$ cat src/hdl/agr_pkg.sv
// Shared types, constants and the blend function of the grain repeater.
package agr_pkg;

  localparam int unsigned RingAddrBits = 15;
  localparam int unsigned SampleBits   = 16;
  localparam int unsigned GrainBits    = 15;
  localparam int unsigned MixBits      = 16;
  localparam int unsigned CfgIdxBits   = 2;
  localparam int unsigned CfgDataBits  = 16;

  localparam logic [CfgIdxBits-1:0] CfgGrainLength  = 2'd0;
  localparam logic [CfgIdxBits-1:0] CfgMixLevel     = 2'd1;
  localparam logic [CfgIdxBits-1:0] CfgStereoEnable = 2'd2;

  localparam logic [GrainBits-1:0] GrainReset   = 15'd480;
  localparam logic [GrainBits-1:0] GrainMin     = 15'd100;
  localparam logic [MixBits-1:0]   MixOne       = 16'd32768;
  localparam logic [MixBits-1:0]   MixThreshold = 16'd1638;

  // Ring write and read commands from the loop controller.
  typedef struct packed {
    logic                    wr_en;
    logic [RingAddrBits-1:0] wr_addr;
    logic                    rd_en;
    logic [RingAddrBits-1:0] rd_addr;
    logic                    clearing;
  } agr_ring_cmd_t;

  // Per-request information handed to the output stage.
  typedef struct packed {
    logic               active;
    logic               fwd;
    logic [MixBits-1:0] mix;
  } agr_step_t;

  // out = floor((dry*32768 + (wet-dry)*mix + 16384) / 32768); always in range.
  function automatic logic signed [SampleBits-1:0] blend(
    input logic signed [SampleBits-1:0] dry,
    input logic signed [SampleBits-1:0] wet,
    input logic        [MixBits-1:0]    mix
  );
    logic signed [SampleBits:0]   diff;
    logic signed [MixBits+1:0]    mix_s;
    logic signed [34:0]           prod;
    logic signed [34:0]           acc;
    diff  = (SampleBits + 1)'(wet) - (SampleBits + 1)'(dry);
    mix_s = $signed({2'b00, mix});
    prod  = 35'(diff) * 35'(mix_s);
    acc   = prod + (35'(dry) <<< 15) + 35'sd16384;
    return acc[SampleBits+14:15];
  endfunction

endpackage

$ cat src/hdl/agr_out_stage.sv
// Blend stage and output register with stall handling.
module agr_out_stage (
  input  logic                                  clk_i,
  input  logic                                  rst_ni,
  input  logic                                  load_i,
  input  logic signed [agr_pkg::SampleBits-1:0] left_dry_i,
  input  logic signed [agr_pkg::SampleBits-1:0] right_dry_i,
  input  logic                                  stereo_i,
  input  agr_pkg::agr_step_t                    step_i,
  input  logic signed [agr_pkg::SampleBits-1:0] left_wet_i,
  input  logic signed [agr_pkg::SampleBits-1:0] right_wet_i,
  input  logic                                  out_stall_i,
  output logic                                  hold_o,
  output logic                                  out_valid_o,
  output logic signed [agr_pkg::SampleBits-1:0] left_out_o,
  output logic signed [agr_pkg::SampleBits-1:0] right_out_o
);

  logic                                  s1_valid_q, out_valid_q, out_free;
  logic                                  s1_stereo_q;
  agr_pkg::agr_step_t                    s1_step_q;
  logic signed [agr_pkg::SampleBits-1:0] s1_left_q, s1_right_q;
  logic signed [agr_pkg::SampleBits-1:0] left_q, right_q, left_d, right_d;
  logic signed [agr_pkg::SampleBits-1:0] left_wet, right_wet;

  assign out_free = !out_valid_q || !out_stall_i;
  assign hold_o   = s1_valid_q && !out_free;

  always_comb begin
    // A replay of the entry written by this same request sees the fresh sample.
    left_wet  = s1_step_q.fwd ? s1_left_q : left_wet_i;
    right_wet = s1_step_q.fwd ? s1_right_q : right_wet_i;
    left_d    = s1_left_q;
    right_d   = s1_right_q;
    if (s1_step_q.active) begin
      left_d = agr_pkg::blend(s1_left_q, left_wet, s1_step_q.mix);
      if (s1_stereo_q) begin
        right_d = agr_pkg::blend(s1_right_q, right_wet, s1_step_q.mix);
      end
    end
  end

  always_ff @(posedge clk_i or negedge rst_ni) begin
    if (!rst_ni) begin
      s1_valid_q  <= 1'b0;
      out_valid_q <= 1'b0;
    end else begin
      if (load_i) begin
        s1_valid_q <= 1'b1;
      end else if (out_free) begin
        s1_valid_q <= 1'b0;
      end
      if (out_free) begin
        out_valid_q <= s1_valid_q;
      end
    end
  end

  always_ff @(posedge clk_i) begin
    if (load_i) begin
      s1_left_q   <= left_dry_i;
      s1_right_q  <= right_dry_i;
      s1_stereo_q <= stereo_i;
      s1_step_q   <= step_i;
    end
    if (out_free && s1_valid_q) begin
      left_q  <= left_d;
      right_q <= right_d;
    end
  end

  assign out_valid_o = out_valid_q;
  assign left_out_o  = left_q;
  assign right_out_o = right_q;

endmodule

$ cat config.mk
export PLATFORM = sky130hd
export DESIGN_NAME = agr_out_stage
export DESIGN_NICKNAME = d
export VERILOG_FILES = /design/src/hdl/agr_pkg.sv /design/src/hdl/agr_out_stage.sv
export SDC_FILE = /design/constraint.sdc
export NUM_CORES = 2
export LEC_CHECK = 0
export BUFFER_PORTS_ARGS = -buffer_cell sky130_fd_sc_hd__buf_4
export CAP_MARGIN = 5
export CORE_UTILIZATION = 59
export DETAILED_ROUTE_END_ITERATION = 6
export PLACE_DENSITY = 0.8
export SLEW_MARGIN = 10
export SYNTH_ARGS = -nofsm -noshare
export SYNTH_HDL_FRONTEND = slang
export SYNTH_SLANG_ARGS = --single-unit
$ cat constraint.sdc
create_clock -name clk_i -period 8.7 [get_ports clk_i]
set_input_delay 1.74 -clock clk_i [delete_from_list [all_inputs] [get_ports clk_i]]
set_output_delay 1.74 -clock clk_i [all_outputs]
set_load 0.02 [all_outputs]
==> impl.org <==
** Outcome
- Run status :: finished with violations
- The checks that failed: setup timing.

** STA
- On the final layout, the worst clock skew is 0.0130 ns.
- Setup violations remaining at the end of the flow were counted as 28.
- Across all setup checks in the final design, the least slack found is -0.891 ns.
- For the pin with the worst max-slew slack, the measured transition is 1.30 ns.
- Setup repair after global routing could not meet its margin everywhere.
- Number of max-slew violations in the final report :: 0
- Maximum clock frequency :: 104 MHz
- The worst path uses 110% of the clock period.
- Min Tclk post-route :: 9.59 ns
- Max transition margin :: 13.3%
- The final-report hold violation count is 0.
- Final hold analysis gives a worst-case slack of 0.495 ns.

** Clock tree
- Clock-pin slew was measured on the worst setup and hold paths at 0.08 ns.
- Number of H-tree branching levels :: 3
- TritonCTS buffer count :: 9
- The clock reaches the later pin of the worst-skew pair after 0.41 ns.
- Root buf cell :: clkbuf_16
- TritonCTS built the clock tree.
- Clock tree synthesis found a total of 85 sinks.
- In this run the deepest clock path goes through 2 buffers.

** Logic synthesis
- Yosys printed 0 warnings.
- Synthesized Nets :: 3,571
- Count of cell types in the netlist :: 62
- Seq cells post-synth :: 85
- Post-Syn Instances :: 2,711
- Among all flip-flop cells after synthesis, the most frequent one is edfxtp_1.
- The mapped netlist covers 25,600 sq um.
- Fraction of the yosys area taken by sequential cells :: 9.91%
- Fraction of registers with async set/reset :: 2.35%
- Synthesized area per cell :: 9.46 sq um
- Number of enable flip-flop cells after synthesis :: 83

** Place
- The congestion estimate from routability-driven global placement came to 0.886.
- DP Wirelength :: 50.2 mm
- In this run, placement finished with an instance count of 3,598.
- IO Port Bufs :: 120

** Drt
- Final routed DRC violation total :: 0
- The detailed router finished its first iteration with 1,192 violations.
- Summed over all layers, the routed wires come to 68.2 mm.
- Average vias per placed instance :: 5.42
- Once detail routing completed, the nets flagged for antenna violations numbered 0.
- Summing over every cut layer, the via total after detailed routing is 19.8k.
- Dividing the detail-routed wire length by the instance count gives 18.7 um.
- Number of iterations in the first detailed-routing pass :: 7

** Setup path
- In this run the worst path has a maximum fanout of 8.
- Cell with the largest stage delay on the worst path :: fa_1
- For flop-to-flop paths, the worst setup slack is -0.09 ns.
- For the worst setup path, the data required time is 8.81 ns.
- Counting cells, the worst reg-to-reg path comes to 35.
- Data arrival time of the critical path :: 9.70 ns
- The critical path is of the input port to flip-flop type.
- Critical Path Sink Type :: flip-flop
- Crit path largest cell delay :: 0.54 ns
- The worst setup path is launched from an input port.
- R2R Path Start :: s1_step_q[16]
- Cell occurring most often along the worst timing path :: fa_1
- The endpoint identified for the worst register-to-register timing path is right_out_o[9].

** Floorplanning
- For this design the top-level I/O count stands at 121.
- Number of core rows :: 76
- The initial utilization of the core area, before any placement, comes to 59.7%.
- The floorplan step defined a die boundary enclosing 44,300 sq um.
- Width of the chip :: 210 um
- Floorplan core area :: 43,000 sq um
- In this run the vertical extent of the chip is 210 um.

** Global route
- For this run, the total global-route usage over all layers was measured as 31.6%.
- First-pass GRT wire length :: 109 mm
- The number of antenna violations at the first check in global routing is 3.
- Total grt overflow :: 0
- The via count of the first global-routing pass was 22.5k.
- Entering global routing, the biggest net connects 53 pins.

** Worst hold path
- Along the worst hold path, the cell count comes to 1.
- The startpoint identified for the worst hold timing path is s1_valid_q.
- Worst hold path endpoint :: out_valid_o
- Path class of the lowest-slack min-delay path :: flip-flop to flip-flop

** Layout
- Count of filler cells inserted in the layout :: 3,014
- The post-route netlist has 21.9% of its cells at a drive strength greater than 1.
- Relative to the synthesized area, the layout overhead comes to 20.6%.
- Net count reported at finish :: 3,924
- Leaving out filler cells and counting taps, the final layout contains 3,657.

** Flow run
- Total of max-cap violations :: 0
-- cell families (layout without fill, tap and decap cells) --
kind of cell / after synthesis / in the layout / synth area share (%)
other cells: 0 / 3 / 0
mux: 40 / 40 / 1.72
compound gates: 167 / 167 / 4.46
flops: 85 / 85 / 9.91
simple gates: 665 / 665 / 13.5
buf+inv: 884 / 1241 / 12.9
xor+xnor: 97 / 98 / 3.42
fa+ha+maj: 773 / 773 / 54.0
-- per-stage QoR --
stage	setup WS, ns	utilization (%)	area, sq um	setup TNS (ns)
3_5_place_dp	-1.44	68.4	29400	-27.94
3_3_place_gp	-1.13	68.4	29400	-20.70
6_report	-0.891	72.0	30900	-14.38
2_1_floorplan	-0.646	-	25800	-3.57
5_1_grt	-1.20	71.9	30900	-21.48
4_1_cts	-0.684	70.5	30300	-8.92
-- layout by cell type (no fill, tap or decap), types with 6 or more instances in the layout --
master	netlist	layout
a21o_1	20	19
a21oi_1	34	15
a21oi_2	1	16
and2_1	289	273
and2_4	0	15
and3_1	11	11
buf_12	0	17
buf_4	0	395
buf_6	0	26
clkbuf_16	0	11
edfxtp_1	83	83
fa_1	558	542
fa_2	0	16
ha_1	215	196
ha_4	0	16
inv_1	785	760
inv_2	0	25
mux2_2	32	31
mux2i_1	8	7
nand2_1	252	248
nand2b_1	12	12
nand3_1	11	9
nor2_1	26	17
nor2_2	0	6
nor2b_1	25	24
nor3_1	11	7
o21a_1	10	10
o21ai_0	40	14
o21ai_1	6	20
o21ai_2	1	10
or3_1	8	7
xnor2_1	71	57
xnor2_2	0	11
xor2_1	24	22
-- repair_timing --
item	in CTS	in global routing
endpoints found under the setup margin	30	32
pin swaps	50	66
resized for setup	88	118
setup buffers	20	18
gates cloned	1	2
hold buffers	0	0
-- cell usage after synthesis, types with 20 or more instances --
cell      number  area (sq um)
a21o_1        20           150
a21oi_1       34           170
and2_1       289          1810
clkbuf_1      94           353
edfxtp_1      83          2490
fa_1         558         11200
ha_1         215          2690
inv_1        785          2950
mux2_2        32           360
nand2_1      252           946
nor2_1        26          97.6
nor2b_1       25           156
o21ai_0       40           200
xnor2_1       71           622
xor2_1        24           210
-- per-layer routing --
layer	wire length (um)	track usage (%)	vias up
li1	-	-	8622
met1	24800	37.4	10157
met2	36200	57.4	781
met3	3950	4.25	255
met4	3340	13.5	0
met5	0	0	-
-- area by class of cell --
class | count | area, sq um | area share [%]
clock buffer | 9 | 225 | 0.728
multi-input combinational | 1743 | 20700 | 67.1
sequential | 85 | 2540 | 8.22
inverter | 785 | 2950 | 9.53
antenna | 3 | 7.51 | 0.0243
tap | 585 | 732 | 2.37
clock inverter | 7 | 82.6 | 0.267
timing repair buffer | 440 | 3650 | 11.8
-- worst max-delay path by stage --
stage,start,slack (ns),cells past startpoint,end
after global routing,right_wet_i[0],-1.20,35,right_out_o[9]
after floorplan,right_wet_i[0],-0.65,34,right_out_o[15]
after global placement,right_wet_i[1],-1.13,32,right_out_o[15]
after detailed placement,right_wet_i[1],-1.44,31,right_out_o[15]
after CTS,right_wet_i[0],-0.68,36,right_out_o[15]
final,right_wet_i[0],-0.89,35,right_out_o[9]
-- flip-flops by register name, indices dropped and copies added, names as in the netlist --
signal,cells
s1_step_q,18
out_valid_o,1
right_out_o,16
left_out_o,16
s1_left_q,16
s1_right_q,16
s1_valid_q,1
s1_stereo_q,1
-- worst max-delay path: cells and delay by family --
family,cells,cell delay (ns)
AND/OR/NAND/NOR,4,0.49
multiplexers,1,0.13
buffers and inverters,8,0.68
XOR/XNOR,2,0.36
AO/OA/AOI/OAI,11,2.35
adder cells (fa/ha/maj),9,3.92
Power is not shown: default switching activity piles up to over one toggle a cycle in this logic, so the estimate is an artifact.
