===== src/hdl/agr_pkg.sv =====
// Shared types, constants and the blend function of the grain repeater.
package agr_pkg;

  localparam int unsigned RingAddrBits = 15;
  localparam int unsigned SampleBits   = 16;
  localparam int unsigned GrainBits    = 15;
  localparam int unsigned MixBits      = 16;
  localparam int unsigned CfgIdxBits   = 2;
  localparam int unsigned CfgDataBits  = 16;

  localparam logic [CfgIdxBits-1:0] CfgGrainLength  = 2'd0;
  localparam logic [CfgIdxBits-1:0] CfgMixLevel     = 2'd1;
  localparam logic [CfgIdxBits-1:0] CfgStereoEnable = 2'd2;

  localparam logic [GrainBits-1:0] GrainReset   = 15'd480;
  localparam logic [GrainBits-1:0] GrainMin     = 15'd100;
  localparam logic [MixBits-1:0]   MixOne       = 16'd32768;
  localparam logic [MixBits-1:0]   MixThreshold = 16'd1638;

  // Ring write and read commands from the loop controller.
  typedef struct packed {
    logic                    wr_en;
    logic [RingAddrBits-1:0] wr_addr;
    logic                    rd_en;
    logic [RingAddrBits-1:0] rd_addr;
    logic                    clearing;
  } agr_ring_cmd_t;

  // Per-request information handed to the output stage.
  typedef struct packed {
    logic               active;
    logic               fwd;
    logic [MixBits-1:0] mix;
  } agr_step_t;

  // out = floor((dry*32768 + (wet-dry)*mix + 16384) / 32768); always in range.
  function automatic logic signed [SampleBits-1:0] blend(
    input logic signed [SampleBits-1:0] dry,
    input logic signed [SampleBits-1:0] wet,
    input logic        [MixBits-1:0]    mix
  );
    logic signed [SampleBits:0]   diff;
    logic signed [MixBits+1:0]    mix_s;
    logic signed [34:0]           prod;
    logic signed [34:0]           acc;
    diff  = (SampleBits + 1)'(wet) - (SampleBits + 1)'(dry);
    mix_s = $signed({2'b00, mix});
    prod  = 35'(diff) * 35'(mix_s);
    acc   = prod + (35'(dry) <<< 15) + 35'sd16384;
    return acc[SampleBits+14:15];
  endfunction

endpackage


===== src/hdl/agr_loop_ctrl.sv =====
// Write, replay and grain pointers plus the ring clearing pass after reset.
module agr_loop_ctrl (
  input  logic                                clk_i,
  input  logic                                rst_ni,
  input  logic                                accept_i,
  input  logic [agr_pkg::GrainBits-1:0]       grain_len_i,
  input  logic [agr_pkg::MixBits-1:0]         mix_i,
  output agr_pkg::agr_ring_cmd_t              cmd_o,
  output agr_pkg::agr_step_t                  step_o
);

  logic [agr_pkg::RingAddrBits-1:0] write_q, replay_q, replay_d, clr_q;
  logic [agr_pkg::GrainBits-1:0]    pos_q, pos;
  logic                             looping_q, clearing_q;
  logic [agr_pkg::GrainBits-1:0]    grain_eff;
  logic [agr_pkg::MixBits-1:0]      mix_eff;
  logic                             active;
  logic [agr_pkg::RingAddrBits-1:0] base, rd_next;
  logic [agr_pkg::GrainBits:0]      pos_inc;
  logic                             wrap;

  always_comb begin
    grain_eff = (grain_len_i < agr_pkg::GrainMin) ? agr_pkg::GrainMin : grain_len_i;
    mix_eff   = (mix_i > agr_pkg::MixOne) ? agr_pkg::MixOne : mix_i;
    active    = mix_eff > agr_pkg::MixThreshold;
    base      = looping_q ? replay_q : (write_q - agr_pkg::RingAddrBits'(grain_eff));
    pos       = looping_q ? pos_q : '0;
    pos_inc   = {1'b0, pos} + 1'b1;
    wrap      = pos_inc >= {1'b0, grain_eff};
    rd_next   = base + 1'b1;
    replay_d  = wrap ? (rd_next - agr_pkg::RingAddrBits'(grain_eff)) : rd_next;
  end

  always_ff @(posedge clk_i or negedge rst_ni) begin
    if (!rst_ni) begin
      write_q    <= '0;
      replay_q   <= '0;
      pos_q      <= '0;
      looping_q  <= 1'b0;
      clearing_q <= 1'b1;
      clr_q      <= '0;
    end else begin
      if (clearing_q) begin
        clr_q <= clr_q + 1'b1;
        if (&clr_q) begin
          clearing_q <= 1'b0;
        end
      end
      if (accept_i) begin
        write_q <= write_q + 1'b1;
        if (active) begin
          replay_q  <= replay_d;
          pos_q     <= wrap ? '0 : pos_inc[agr_pkg::GrainBits-1:0];
          looping_q <= 1'b1;
        end else begin
          looping_q <= 1'b0;
        end
      end
    end
  end

  always_comb begin
    cmd_o.wr_en    = clearing_q | accept_i;
    cmd_o.wr_addr  = clearing_q ? clr_q : write_q;
    cmd_o.rd_en    = accept_i;
    cmd_o.rd_addr  = base;
    cmd_o.clearing = clearing_q;
    step_o.active  = active;
    step_o.fwd     = base == write_q;
    step_o.mix     = mix_eff;
  end

endmodule


===== config.mk =====
export PLATFORM = sky130hd
export DESIGN_NAME = agr_loop_ctrl
export DESIGN_NICKNAME = d
export VERILOG_FILES = /design/src/hdl/agr_pkg.sv /design/src/hdl/agr_loop_ctrl.sv
export SDC_FILE = /design/constraint.sdc
export NUM_CORES = 1
export LEC_CHECK = 0
export ABC_AREA = 1
export BUFFER_PORTS_ARGS = -buffer_cell sky130_fd_sc_hd__buf_2
export CAP_MARGIN = 10
export CORE_MARGIN = 2
export CORE_UTILIZATION = 45
export CTS_CLUSTER_SIZE = 25
export DETAILED_ROUTE_END_ITERATION = 10
export GPL_TIMING_DRIVEN = 0
export SETUP_SLACK_MARGIN = 0.2
export SLEW_MARGIN = 0
export SYNTH_ARGS = -nofsm -noshare
export SYNTH_HDL_FRONTEND = slang
export SYNTH_SLANG_ARGS = --single-unit

===== constraint.sdc =====
create_clock -name clk_i -period 7.3 [get_ports clk_i]
set_input_delay 0.365 -clock clk_i [delete_from_list [all_inputs] [get_ports clk_i]]
set_output_delay 0.365 -clock clk_i [all_outputs]
set_load 0.02 [all_outputs]

==> flow_metrics.py, run 1 <==
metrics = {
    "detailed_routing": {
        "routed_wl_mm": 18.2,
        "wl_per_cell_um": 14.6,
        "route.detailed.drc": 0,
        "num_vias": 6345,
        "drtIter0Drc": 446,
        "ant_nets": 0,
        "first_pass_iters": 5,
        "via_per_inst": 5.10,
    },
    "synth": {
        "synth_area_leaders": "dfrtp_1 (24%), nand2_1 (13%), inv_1 (9.8%)",
        "postSynthAreaPerCell_um2": 6.56,
        "synth_seq_cells": 62,
        "synthArstFlopShare_pct": 100,
        "yosys_warnings": 0,
        "synth_enable_flop_cells": 0,
        "synth_top_area_share_pct": 24.1,
        "ys_seq_area_share_pct": 24.6,
        "postSynthCellCount": 964,
        "synth_area_um2": 6320,
        "ys.flop_type": "dfrtp_1",
        "ys_types": 48,
        "syn_nets": 1041,
        "synth_largest_area_cell": "dfrtp_1",
    },
    "hold_path": {
        "hold_class": "in -> async",
    },
    "clock_network": {
        "cts_buffers": 9,
        "cts_tree": "yes",
        "post_cts_resized": 0,
        "clk_latency_ps": 340,
        "cts-hold-fix-buffers": 0,
        "htreeDepth": 3,
        "cts_root_buf": "clkbuf_16",
        "cts_setup_buffers": 0,
        "clk_pin_slew_ps": 60,
        "clk_path_buf_depth": 2,
        "cts.sink_count": 62,
    },
    "die": {
        "start_util_pct": 45.7,
        "die_x_um": 123,
        "core_area_um2": 13800,
        "fp-row-count": 43,
        "die_area_um2": 15000,
        "fp.dieH_um": 123,
        "io_pins": 85,
    },
    "placed_design": {
        "portBuffers": 83,
        "dpl.cell_count": 1227,
        "post-dp-hpwl_mm": 14.5,
        "dpl_cell_area_um2": 6970,
        "gp_congestion": 0.912,
    },
    "critical_path": {
        "r2r.worst_path.cells": 27,
        "start_kind": "flip-flop",
        "cp_data_arrival_time_ps": 5340,
        "crit_fanout": 10,
        "r2r-end": "replay_q[6]$_DFFE_PN0P_",
        "crit_type": "reg -> reg",
        "crit_path_start": "looping_q$_DFFE_PN0P_",
        "crit_required_ps": 7560,
        "r2r-start": "looping_q$_DFFE_PN0P_",
        "crit_path_end_kind": "flip-flop",
        "ff2ff_setup_slack_ps": 2220,
    },
    "grt": {
        "overflow": 0,
        "grt_pass1_wl_mm": 28.5,
        "first_global_vias": 5629,
        "grt_max_degree": 63,
        "grtUsageTotal_pct": 24.7,
        "antenna_found_initial": 0,
    },
    "sta": {
        "max_freq_mhz": 197,
        "period_share_pct": 69.6,
        "fin_setup_tns_ps": 0,
        "setup_viol": 0,
        "hold_violations": 0,
        "worst_hold_slack_ps": 129,
        "rsz0062_at_grt": "false",
        "fin_worst_skew_ps": 7.70,
        "period_needed_ps": 5080,
        "drv_slew": 0,
        "relSlewSlack_pct": 44.9,
        "tightest_slew_ps": 826,
    },
    "cells_and_area": {
        "final_cells": 1243,
        "syn2layout_area_growth_pct": 14.3,
        "final_nets": 1135,
        "fin_area_um2": 7230,
        "mostFrequentLayoutCell": "nand2_1",
        "diodes": 0,
        "drive_above_1_share_pct": 15.2,
        "layout_common_cells": "nand2_1 (227), inv_1 (165), nor2_1 (87), buf_2 (87), nand3_1 (70)",
    },
    "pwr": {
        "power.density_nw_per_um2": 268,
        "ir_drop_uv": 115,
        "power_mw": 1.94,
        "p_leak_nw": 3.89,
    },
    "run_status": {
        "status": "finished, final reports clean",
    },
    "job": {
        "cap_violations": 0,
    },
}
-- flip-flops by register name, summed over array words and instances (netlist names) --
register / count
replay_q: 15
pos_q: 15
write_q: 15
clr_q: 15
clearing_q: 1
looping_q: 1
-- cell families (layout without fill, tap and decap cells) --
| logic type | after synthesis | after routing | synth area share [%] |
|---|---|---|---|
| buffers and inverters | 195 | 294 | 11.9 |
| adders and majority gates | 43 | 43 | 8.75 |
| xor gates and xnor gates | 56 | 56 | 7.76 |
| AOI/OAI and AO/OA | 120 | 120 | 11.3 |
| DFF | 62 | 62 | 24.6 |
| and+or+nand+nor | 488 | 488 | 35.7 |
-- routing by layer --
layer	share of wire (%)	vias up	GRT usage (%)	wire [um]
li1	-	3275	-	-
met1	51	2847	37.3	9260
met2	41	203	36.6	7520
met3	6.1	20	3.95	1120
met4	1.7	0	6.39	309
met5	0	-	0	0
-- worst max path at each step --
stage | cells past startpoint | endpoint
2_1_floorplan | 34 | replay_q[14]$_DFFE_PN0P_
3_5_place_dp | 35 | replay_q[14]$_DFFE_PN0P_
5_1_grt | 28 | replay_q[6]$_DFFE_PN0P_
3_3_place_gp | 35 | replay_q[14]$_DFFE_PN0P_
4_1_cts | 27 | replay_q[6]$_DFFE_PN0P_
6_report | 27 | replay_q[6]$_DFFE_PN0P_
-- worst max-delay path: stages, from the launching register on --
cell      delay, ps
dfrtp_1         460
clkbuf_1        530
buf_1           470
nand2_1         130
inv_1           110
ha_1            190
nand2_1          60
nor2_1          160
nand4_1         150
nor2_1          120
inv_1            80
nor3_1          290
nand2_1         140
nand2_1          90
inv_1            50
ha_1            260
nand2_1          80
nor2_1           50
a211oi_1        160
nand2_1         100
nand2_1          60
nand3_1          60
nand2_1          60
nand2_1         270
inv_2           300
buf_2           310
nand3_1         100
a31oi_1         150
-- synth_stat cells, types with 3 or more instances --
cell / instances
o21ai_1: 7
a31oi_1: 7
buf_4: 4
buf_2: 5
nor2_1: 87
inv_2: 6
dfrtp_1: 61
nand4_1: 29
nor3_1: 25
o211ai_1: 3
a21oi_1: 30
nand3_2: 7
ha_1: 41
or2_2: 6
xnor2_1: 10
buf_1: 3
o21ai_0: 46
nand2_1: 227
xor2_1: 46
nand2_2: 15
o31ai_1: 4
nand3_1: 70
nand3b_1: 5
nand2_4: 7
o21bai_1: 4
clkbuf_1: 11
nor2_2: 4
o21ai_2: 3
inv_1: 165
-- stage by stage --
step | setup slack [ps] | utilization [%]
2_1_floorplan | 2890 | -
3_3_place_gp | 2110 | 50.4
3_5_place_dp | 2110 | 50.4
4_1_cts | 2340 | 52.3
5_1_grt | 1770 | 52.3
6_report | 2220 | 52.3
-- layout make-up --
type                    instances  area, um2
flip-flops and latches         62       1550
fillers                      1430       6600
well taps                     180        225
clock inverters                 2       10.0
repair buffers                 83        418
plain buffers                  23        108
inverters                     172        646
clock buffers                  14        254
multi-input cells             707       4020
-- report_power, final --
group | total, mW | internal [mW] | switching, mW | leakage, nW
clock | 0.395 | 0.238 | 0.157 | 0.131
combinational | 1.10 | 0.373 | 0.730 | 2.98
sequential | 0.442 | 0.398 | 0.0445 | 0.775
total | 1.94 | 1.01 | 0.931 | 3.89
No activity file was read; power rests on OpenSTA's default activity.
==> run 2, diff against run 1 <==
ABC_AREA = 0   (was 1)
PLACE_DENSITY = 0.68   (was default)
clock period = 4.3 ns   (was 7.3 ns; I/O delays follow)
==> flow_metrics.py, run 2 <==
metrics = {
    "run_status": {
        "status": "finished, violations left",
        "violations": "negative hold slack, negative setup slack",
    },
    "grt": {
        "grt_max_degree": 63,
        "grt_pass1_wl_mm": 32.0,
        "grtUsageTotal_pct": 28.1,
        "overflow": 0,
        "antenna_found_initial": 0,
        "first_global_vias": 6443,
    },
    "placed_design": {
        "portBuffers": 83,
        "gp_congestion": 0.855,
        "post-dp-hpwl_mm": 13.4,
        "dpl.cell_count": 970,
    },
    "critical_path": {
        "cp_data_arrival_time_ps": 5130,
        "r2r-start": "write_q[0]$_DFFE_PN0P_",
        "start_kind": "input port",
        "crit_type": "in -> reg",
        "r2r.worst_path.cells": 22,
        "crit_fanout": 4,
        "ff2ff_setup_slack_ps": -370,
        "crit_path_end_kind": "flip-flop",
        "r2r-end": "replay_q[14]$_DFFE_PN0P_",
        "crit_required_ps": 4560,
    },
    "synth": {
        "synth-adder-area-share_pct": 9.41,
        "syn_nets": 788,
        "yosys.area_share.xor_xnor_pct": 12.3,
        "netlist_top_cells_count": "nand2_1 (106), dfrtp_1 (61), nor2_1 (57), xnor2_1 (57), ha_1 (41)",
        "yosys_warnings": 0,
        "postSynthAreaPerCell_um2": 8.42,
        "synth_most_common_cell": "nand2_1",
        "postSynthCellCount": 711,
        "ys_seq_area_share_pct": 25.9,
        "synth_top_area_share_pct": 25.5,
        "synth_top_family_by_area": "simple AND/OR/NAND/NOR gates",
        "synth_seq_cells": 62,
        "synthMuxAreaShare_pct": 4.58,
        "synth_area_leaders": "dfrtp_1 (26%), ha_1 (8.6%), xnor2_1 (8.3%)",
        "ys.flop_type": "dfrtp_1",
        "synth_compound_area_share_pct": 20.4,
        "synth_enable_flop_cells": 0,
        "synth_area_um2": 5990,
        "synthSimpleGateAreaFrac_pct": 22.8,
        "ys_types": 81,
        "synth_largest_area_cell": "dfrtp_1",
        "synthArstFlopShare_pct": 100,
    },
    "die": {
        "die_x_um": 119,
        "die_area_um2": 14200,
        "fp.dieH_um": 119,
        "fp-row-count": 42,
        "core_area_um2": 13100,
        "io_pins": 85,
        "start_util_pct": 45.6,
    },
    "clock_network": {
        "clk_path_buf_depth": 2,
        "cts_tree": "yes",
        "clk_latency_ps": 340,
        "cts_buffers": 9,
        "clk_pin_slew_ps": 60,
        "htreeDepth": 3,
        "cts-hold-fix-buffers": 0,
        "cts.sink_count": 62,
        "cts_root_buf": "clkbuf_16",
    },
    "sta": {
        "rsz0062_at_grt": "true",
        "tightest_slew_ps": 853,
        "hold_violations": 26,
        "relSlewSlack_pct": 43.2,
        "fin_worst_skew_ps": 8.28,
        "setup_viol": 8,
        "max_freq_mhz": 206,
        "drv_slew": 0,
        "worst_hold_slack_ps": -13.1,
        "fin_ws_ps": -566,
        "period_needed_ps": 4870,
        "period_share_pct": 113,
    },
    "cells_and_area": {
        "syn2layout_area_growth_pct": 44.1,
        "drive_above_1_share_pct": 40.1,
        "diodes": 0,
        "mostFrequentLayoutCell": "nand2_1",
        "final_nets": 970,
        "layout_common_cells": "nand2_1 (97), buf_2 (79), buf_4 (79)",
        "final_cells": 1074,
        "fin_util_pct": 65.6,
    },
    "job": {
        "cap_violations": 0,
    },
    "pwr": {
        "ir_drop_uv": 273,
        "p_leak_nw": 3.84,
        "power.density_nw_per_um2": 481,
    },
    "detailed_routing": {
        "via_per_inst": 6.12,
        "ant_nets": 0,
        "num_vias": 6572,
        "route.detailed.drc": 0,
        "drtIter0Drc": 583,
        "first_pass_iters": 5,
        "wl_per_cell_um": 20.0,
        "routed_wl_mm": 21.5,
    },
    "hold_path": {
        "hold_class": "in -> async",
    },
}
[run 2: worst max path at each step]
stage                     from                  endpoint
3_3_place_gp   grain_len_i[14]  replay_q[14]$_DFFE_PN0P_
5_1_grt         grain_len_i[7]  replay_q[14]$_DFFE_PN0P_
6_report        grain_len_i[7]  replay_q[14]$_DFFE_PN0P_
3_5_place_dp   grain_len_i[14]  replay_q[14]$_DFFE_PN0P_
4_1_cts         grain_len_i[8]  replay_q[14]$_DFFE_PN0P_
2_1_floorplan  grain_len_i[10]  replay_q[14]$_DFFE_PN0P_
[run 2: kinds of logic after synthesis]
kind of cell / count (synthesis)
compound gates: 157
xor+xnor: 84
mux: 25
simple gates: 280
buf+inv: 59
fa+ha+maj: 44
flops: 62
[run 2: through the flow]
step	power [mW]	setup WS (ps)	instance area [um2]	hold WS [ps]	setup TNS, ps
after floorplan	2.20	-616	6100	-80.6	-1460
after global placement	2.59	-1350	6740	456	-17550
after detailed placement	2.64	-1410	6740	386	-20110
after CTS	3.76	-464	8080	22.0	-1500
after global routing	4.36	-722	8620	59.2	-3470
final	4.15	-566	8620	-13.1	-2150
[run 2: final cells by class]
cell class                 instances  area [um2]
multi-input combinational        590        4960
tap                              176         220
clock buffer                      12         256
buffer                            32         324
timing repair buffer             171        1160
sequential                        62        1550
fill                            1007        4510
inverter                          27         105
clock inverter                     4        45.0
[run 2: worst max-delay path: stages]
cell	delay [ps]
buf_6	100
nor4_4	420
nand3_2	170
and2_4	190
ha_4	160
inv_2	50
fa_2	260
nand2b_4	70
a211o_2	310
a41o_4	250
o311a_4	320
o211ai_1	160
or3b_4	400
buf_6	130
nand4_1	170
xnor2_2	110
ha_1	370
a21o_1	170
a21o_1	160
a21oi_2	140
nor2_2	50
a211oi_2	200
a211oi_2	110
or3_1	320
a31oi_1	130
[run 2: what timing repair did]
item | in CTS | in global routing
pin swaps | 60 | 46
cloned | 2 | 0
resized for setup | 118 | 76
endpoints found under the setup margin | 33 | 32
buffers inserted | 63 | 23
[run 2: routing by layer]
layer | global-route usage, % | vias to the layer above | share of wire (%)
met1 | 33.0 | 3216 | 38
met5 | 0 | - | 0
met3 | 4.74 | 91 | 6.1
met4 | 13.1 | 0 | 4.7
met2 | 49.7 | 317 | 51
li1 | - | 2948 | -
[run 2: report_power, final]
group / switching [mW] / internal, mW / total [mW]
Combinational: 1.46 / 1.14 / 2.60
Sequential: 0.119 / 0.677 / 0.796
Clock: 0.278 / 0.478 / 0.756
Total: 1.86 / 2.29 / 4.15
==> run 3, diff against run 2 <==
CORE_MARGIN = default   (was 2)
==> flow_metrics.py, run 3 (synthesis gave the netlist of run 2 again) <==
metrics = {
    "run_status": {
        "status": "finished, violations left",
        "violations": "negative hold slack, negative setup slack",
    },
    "detailed_routing": {
        "wl_per_cell_um": 18.5,
        "route.detailed.drc": 0,
        "ant_nets": 0,
        "via_per_inst": 5.96,
        "first_pass_iters": 5,
        "routed_wl_mm": 19.1,
        "drtIter0Drc": 356,
        "num_vias": 6178,
    },
    "critical_path": {
        "path_cells": "buf_8 -> nor4_4 -> nand3_2 -> nand2_2 -> ha_1 -> a211o_1 -> a21oi_2 -> o21ai_0 -> o2111a_1 -> o41a_1 -> or4_2 -> o211ai_4 -> nor4_4 -> xnor2_2 -> ha_1 -> nand2_1 -> nor2_1 -> o21ai_0 -> and4_1 -> or3_1 -> a31oi_1",
        "r2r-start": "write_q[0]$_DFFE_PN0P_",
        "crit_family": "simple AND/OR/NAND/NOR gates",
        "cp_data_arrival_time_ps": 5030,
        "crit_path_start": "grain_len_i[7]",
        "path_buf_inv": 1,
        "crit_required_ps": 4570,
        "crit_path_end_kind": "flip-flop",
        "crit_fanout": 6,
        "start_kind": "input port",
        "slowest_stage": "or4_2",
        "crit_type": "in -> reg",
        "max_stage_delay_ps": 620,
    },
    "sta": {
        "drv_slew": 0,
        "fin_ws_ps": -464,
        "max_freq_mhz": 210,
        "fin_setup_tns_ps": -2100,
        "hold_violations": 28,
        "worst_hold_slack_ps": -16.8,
        "period_needed_ps": 4760,
        "relSlewSlack_pct": 42.7,
        "setup_viol": 8,
        "rsz0062_at_grt": "true",
        "fin_worst_skew_ps": 12.0,
        "period_share_pct": 111,
        "tightest_slew_ps": 859,
    },
    "clock_network": {
        "htreeDepth": 3,
        "clk_path_buf_depth": 2,
        "clk_latency_ps": 350,
        "cts_root_buf": "clkbuf_16",
        "cts.sink_count": 62,
        "clk_pin_slew_ps": 60,
        "cts_buffers": 9,
        "cts_tree": "yes",
    },
    "cells_and_area": {
        "fin_util_pct": 63.3,
        "layout_common_cells": "nand2_1 (101), buf_2 (79), dfrtp_1 (60)",
        "mostFrequentLayoutCell": "nand2_1",
        "final_nets": 936,
        "drive_above_1_share_pct": 33.1,
        "syn2layout_area_growth_pct": 35.1,
        "diodes": 0,
    },
    "pwr": {
        "power_mw": 3.91,
        "p_leak_nw": 3.61,
        "ir_drop_uv": 428,
        "power.density_nw_per_um2": 483,
    },
    "hold_path": {
        "hold_class": "in -> async",
    },
    "die": {
        "core_area_um2": 12800,
        "io_pins": 85,
        "start_util_pct": 46.9,
        "fp.dieH_um": 117,
        "die_area_um2": 13800,
        "die_x_um": 117,
        "fp-row-count": 41,
    },
    "placed_design": {
        "post-dp-hpwl_mm": 13.4,
        "gp_congestion": 0.888,
        "portBuffers": 83,
    },
    "grt": {
        "antenna_found_initial": 0,
        "overflow": 0,
        "first_global_vias": 6026,
        "grt_max_degree": 63,
        "grtUsageTotal_pct": 27.7,
        "grt_pass1_wl_mm": 30.6,
    },
    "job": {
        "cap_violations": 0,
    },
}
-- run 3: cell count changes in the layout (fill, tap and decap cells not counted), moves of 4 or more --
cell     change
o21ai_2      -5
buf_6        -8
nor2_1       +4
ha_1         +4
o21ai_0     +10
o21ai_1      -4
nand2_1      +4
buf_4       -29
-- run 3: worst register-to-register path, stage by stage, from the launching register on --
cell	delay, ps
dfrtp_1	440
inv_2	140
ha_4	140
inv_2	30
fa_2	340
buf_4	160
nand2_1	100
nand4_1	180
o2111a_1	330
o41a_1	460
or4_2	620
o211ai_4	180
nor4_4	100
xnor2_2	160
ha_1	310
nand2_1	70
nor2_1	90
o21ai_0	120
and4_1	230
or3_1	340
a31oi_1	140
-- run 3: layout make-up --
cell class                      count  area, um2
Multi-Input combinational cell    590       4700
Fill cell                        1058       4690
Sequential cell                    62       1550
Timing Repair Buffer              137        896
Buffer                             32        302
Clock buffer                       12        246
Tap cell                          172        215
Inverter                           27        105
Clock inverter                      4       70.1
-- run 3: metal layers --
| layer | vias to the layer above | track usage (%) | part of all wire (%) |
|---|---|---|---|
| li1 | 2866 | - | - |
| met1 | 3063 | 32.8 | 41 |
| met2 | 207 | 49.4 | 51 |
| met3 | 42 | 3.89 | 5.0 |
| met4 | 0 | 12.7 | 3.1 |
| met5 | - | 0 | 0 |
-- run 3: power by group --
part	switching, mW	internal, mW	leakage [nW]
Sequential	0.117	0.677	0.810
Clock	0.281	0.522	0.157
Combinational	1.32	0.994	2.64
Total	1.72	2.19	3.61
-- run 3: path summary, 6_finish.rpt --
path                                             to  slack (ps)  cells after the start
setup / recovery           replay_q[14]$_DFFE_PN0P_        -460                     21
hold / removal                 pos_q[2]$_DFFE_PN0P_         -20                      1
setup reg to reg           replay_q[14]$_DFFE_PN0P_        -440                     20
hold reg to reg                clr_q[9]$_DFFE_PN0P_         480                      1
max in group asynchronous     looping_q$_DFFE_PN0P_        3720                      1
min in group clk_i           write_q[0]$_DFFE_PN0P_         410                      2
-- run 3: stage by stage --
stage               cells  cell area, um2  setup slack (ps)
global placement      966            6730             -1330
detailed placement    966            6730             -1410
CTS                  1019            7730              -436
floorplan             711            6100              -616
global route         1036            8090              -719
finish               1036            8090              -464
-- run 3: timing repair --
action / 4_1_cts / 5_1_grt
gates resized for setup: 77 / 44
setup buffers: 36 / 16
hold buffers: 0 / 0
endpoints found under the setup margin: 35 / 33
pin swaps: 51 / 20
cloned: 1 / 1
